[config.mk]
export PLATFORM = sky130hd
export DESIGN_NAME = dds_ram
export DESIGN_NICKNAME = d
export VERILOG_FILES = /design/src/hw/rtl/dds_ram.sv
export SDC_FILE = /design/constraint.sdc
export NUM_CORES = 1
export LEC_CHECK = 0
export CAP_MARGIN = 20
export CORE_MARGIN = 10
export CORE_UTILIZATION = 57
export DETAILED_ROUTE_END_ITERATION = 7
export DONT_BUFFER_PORTS = 1
export PLACE_DENSITY = 0.72
export SLEW_MARGIN = 20
export SYNTH_ARGS = -nofsm -noshare
export SYNTH_HDL_FRONTEND = slang
export SYNTH_SLANG_ARGS = --single-unit
[constraint.sdc]
create_clock -name clock -period 3.9 [get_ports clock]
set_input_delay 0 -clock clock [delete_from_list [all_inputs] [get_ports clock]]
set_output_delay 0 -clock clock [all_outputs]
set_load 0.05 [all_outputs]
[src/hw/rtl/dds_ram.sv]
`timescale 1ns / 1ps
module dds_ram #(
   parameter int WIDTH = 8,
   parameter int DEPTH = 64
) (
   input  logic                     clock,
   input  logic                     wr_en,
   input  logic [$clog2(DEPTH)-1:0] wr_addr,
   input  logic [WIDTH-1:0]         wr_data,
   input  logic [$clog2(DEPTH)-1:0] rd_addr,
   output logic [WIDTH-1:0]         rd_data
);
   logic [WIDTH-1:0] mem [DEPTH];

   // write port and registered read port
   always_ff @(posedge clock) begin
      if (wr_en) begin
         mem[wr_addr] <= wr_data;
      end
      rd_data <= mem[rd_addr];
   end
endmodule
==> impl_metrics.tcl <==
set metrics [dict create \
    num_antenna_cells 0 \
    synth_area_leaders "edfxtp_1 76%, mux4_2 14%, nor2_1 1.5%" \
    layout_min_cycle_time_ns 2.879 \
    grt_start_max_net_pins 138 \
    vias 9558 \
    dp.cells 1346 \
    ys_seq_area_share_pct 77.03 \
    synth_edf_count 512 \
    max_clock_freq_mhz 347.3 \
    yosys.area_share.simple_pct 3.388 \
    comb_power_share_pct 4.0 \
    io_buffers 0 \
    fin_tns_setup_ns 0 \
    ant_nets 0 \
    rrSetupSlack_ns 1.02 \
    cts_buffer_depth 3 \
    fin_crit_sh_pct 73.82 \
    netlist_area_sq_um 20170 \
    drtPass1Iterations 6 \
    status "finished clean" \
    crit_type "reg2reg" \
    postCtsHoldBufs 33 \
    drt-initial-drc-count 904 \
    drcViolationCount 0 \
    setup_viol 0 \
    power.switching_mw 2.248 \
    critPathRequiredTime_ns 4.34 \
    area_growth_pct 11.76 \
    clk_pin_slew_ns 0.06 \
    drive_above_1_share_pct 21.94 \
    cts_setup_buffers 0 \
    rr_worst_depth 6 \
    clockPowerShare_pct 41.9 \
    rr_startpoint "mem[38][3]$_DFFE_PP_" \
    r2r_end "rd_data[3]$_DFF_P_" \
    nNetsFinal 998 \
    relSlewSlack_pct 25.95 \
    hp-class "in2reg" \
    crit_path_max_fanout 1 \
    startpoint_type "flop" \
    rows 68 \
    synth-main-ff-cell "edfxtp_1" \
    cts_max_level 2 \
    finalMaxSlewViolations 0 \
    initial_utilization_pct 58.10 \
    synth_nets 962 \
    globalRouteTotalUtil_pct 19.89 \
    p_leak_nw 6.970 \
    synth_top_area_cell "edfxtp_1" \
    netlist_instances 940 \
    ys_warn_count 0 \
    yosysUniqueCellTypes 40 \
    synthXorXnorAreaFrac_pct 0 \
    synth_mux_area_share_pct 15.94 \
    avgSynthCellArea_sq_um 21.45 \
    wl_per_cell_um 29.34 \
    irDropWorstVdd_uv 336.9 \
    grt_pass1_wl_um 64910 \
    pwr-share-seq_pct 54.1 \
    swShare_pct 19.49 \
    cts-root-buf "clkbuf_16" \
    worstHoldPathCells 2 \
    p_int_mw 9.287 \
    cts_sinks 520 \
    drt_wl_total_um 43040 \
    tritoncts "yes" \
    worst_pin_slew_ns 1.107 \
    antenna_found_initial 0 \
    synth_top_family_by_area "multiplexers" \
    crit_path_end_kind "flop" \
    fp.dieH_um 208.1 \
    hpwl_um 23410 \
    rsz0062_at_grt "false" \
    cp.arrival_ns 3.31 \
    fin_worst_skew_ns 0.01670 \
    yosysMostFrequentCell "edfxtp_1" \
    hold_viol_final 0 \
    boundaryPins 30 \
    fill_cells 2240 \
    synthArstFlopShare_pct 0 \
    hold_start "wr_addr[0]" \
    ctsResizeCount 0 \
    numCtsBuffers 50 \
    insertion_delay_ns 0.56 \
    synthAdderAreaFrac_pct 0 \
    coreArea_sq_um 34710 \
    powerDensity_nw_per_um2 511.8 \
    whs_endpoint "mem[55][6]$_DFFE_PP_" \
    via_per_inst 6.515 \
    gp_congestion 0.7823 \
    maxCapViolCount 0 \
    final_cells 1467 \
    synth_compound_area_share_pct 2.072 \
    die_area_sq_um 43300 \
    grt_pass1_vias 9685 \
    synthTopCellsByCount "512 x edfxtp_1, 126 x mux4_2, 83 x nor2_1" \
    ys_ff_latch 520 \
    yosysTopAreaCellShare_pct 76.24 \
    die_w_um 208.1 \
    grt_overflow 0 \
]
how the worst max path moves through the flow:
stage                          from                  to  slack (ns)  cells past startpoint
2_1_floorplan  mem[29][4]$_DFFE_PP_  rd_data[4]$_DFF_P_        2.21                      5
3_3_place_gp   mem[29][6]$_DFFE_PP_  rd_data[6]$_DFF_P_        1.78                      5
3_5_place_dp   mem[16][6]$_DFFE_PP_  rd_data[6]$_DFF_P_        1.76                      5
4_1_cts        mem[38][3]$_DFFE_PP_  rd_data[3]$_DFF_P_        0.99                      6
5_1_grt                  rd_addr[3]  rd_data[1]$_DFF_P_        0.97                      7
6_report       mem[38][3]$_DFFE_PP_  rd_data[3]$_DFF_P_        1.02                      6
cell type report:
type / count / area [sq um] / share of cell area, %
Clock buffer: 61 / 1334 / 5.918
Clock inverter: 27 / 304.0 / 1.349
Multi-Input combinational cell: 369 / 4315 / 19.15
Sequential cell: 520 / 15530 / 68.93
Tap cell: 455 / 569.3 / 2.526
Timing Repair Buffer: 35 / 480.5 / 2.132
layout by cell type, fill, tap and decap left out, types with 4 or more instances in the layout:
cell type / Yosys / final
a211oi_1: 4 / 4
a221oi_1: 6 / 6
buf_16: 0 / 8
bufinv_16: 0 / 7
clkbuf_1: 17 / 8
clkbuf_16: 0 / 51
clkinv_1: 0 / 10
clkinv_2: 0 / 8
dfxtp_1: 8 / 8
dlygate4sd3_1: 0 / 24
edfxtp_1: 512 / 512
mux2_2: 13 / 13
mux2i_1: 23 / 23
mux4_2: 126 / 126
nand2_1: 19 / 19
nand2b_1: 7 / 7
nand3_1: 13 / 13
nor2_1: 83 / 83
nor2b_1: 14 / 14
nor3_1: 7 / 7
o221ai_1: 8 / 8
o22ai_1: 8 / 8
state kept, by name, summed over array words and instances (netlist names):
register,flops
rd_data,8
mem,512
power groups by stage:
stage	logic, mW	registers [mW]	clock network, mW
after floorplan	0.330	6.35	0
after global placement	0.307	6.36	0
after detailed placement	0.310	6.36	0
after CTS	0.468	6.24	4.89
after global routing	0.493	6.24	5.12
final	0.466	6.24	4.83
routing by layer:
metal | GRT usage, % | share of wire (%) | vias to the layer above
li1 | - | - | 3995
met1 | 28.05 | 40 | 5044
met2 | 31.72 | 49 | 456
met3 | 3.340 | 8.3 | 63
met4 | 5.455 | 2.3 | 0
met5 | 0 | 0 | -
kinds of logic after synthesis:
| group | count (synthesis) |
|---|---|
| buf+inv | 51 |
| flops | 520 |
| simple gates | 153 |
| compound gates | 54 |
| mux | 162 |
critical path, cell delays in order (launching register included):
cell	delay, ns
edfxtp_1	0.40
mux4_2	0.51
mux4_2	0.51
o21ai_1	0.13
dlygate4sd3_1	0.58
o41ai_1	0.06
dlygate4sd3_1	0.58
metrics by stage:
| step | hold slack (ns) | util (%) | setup slack [ns] | cell area [sq um] | power (mW) |
|---|---|---|---|---|---|
| floorplan | 0.09887 | - | 2.208 | 20170 | 6.681 |
| global placement | 0.1045 | 58.87 | 1.781 | 20430 | 6.667 |
| detailed placement | 0.1066 | 58.87 | 1.757 | 20430 | 6.672 |
| CTS | 0.003932 | 64.94 | 0.9925 | 22540 | 11.60 |
| global route | 0.03227 | 64.93 | 0.9677 | 22540 | 11.86 |
| finish | 0.02530 | 64.93 | 1.021 | 22540 | 11.54 |
Note: power is estimated with default switching activity, not from simulation.
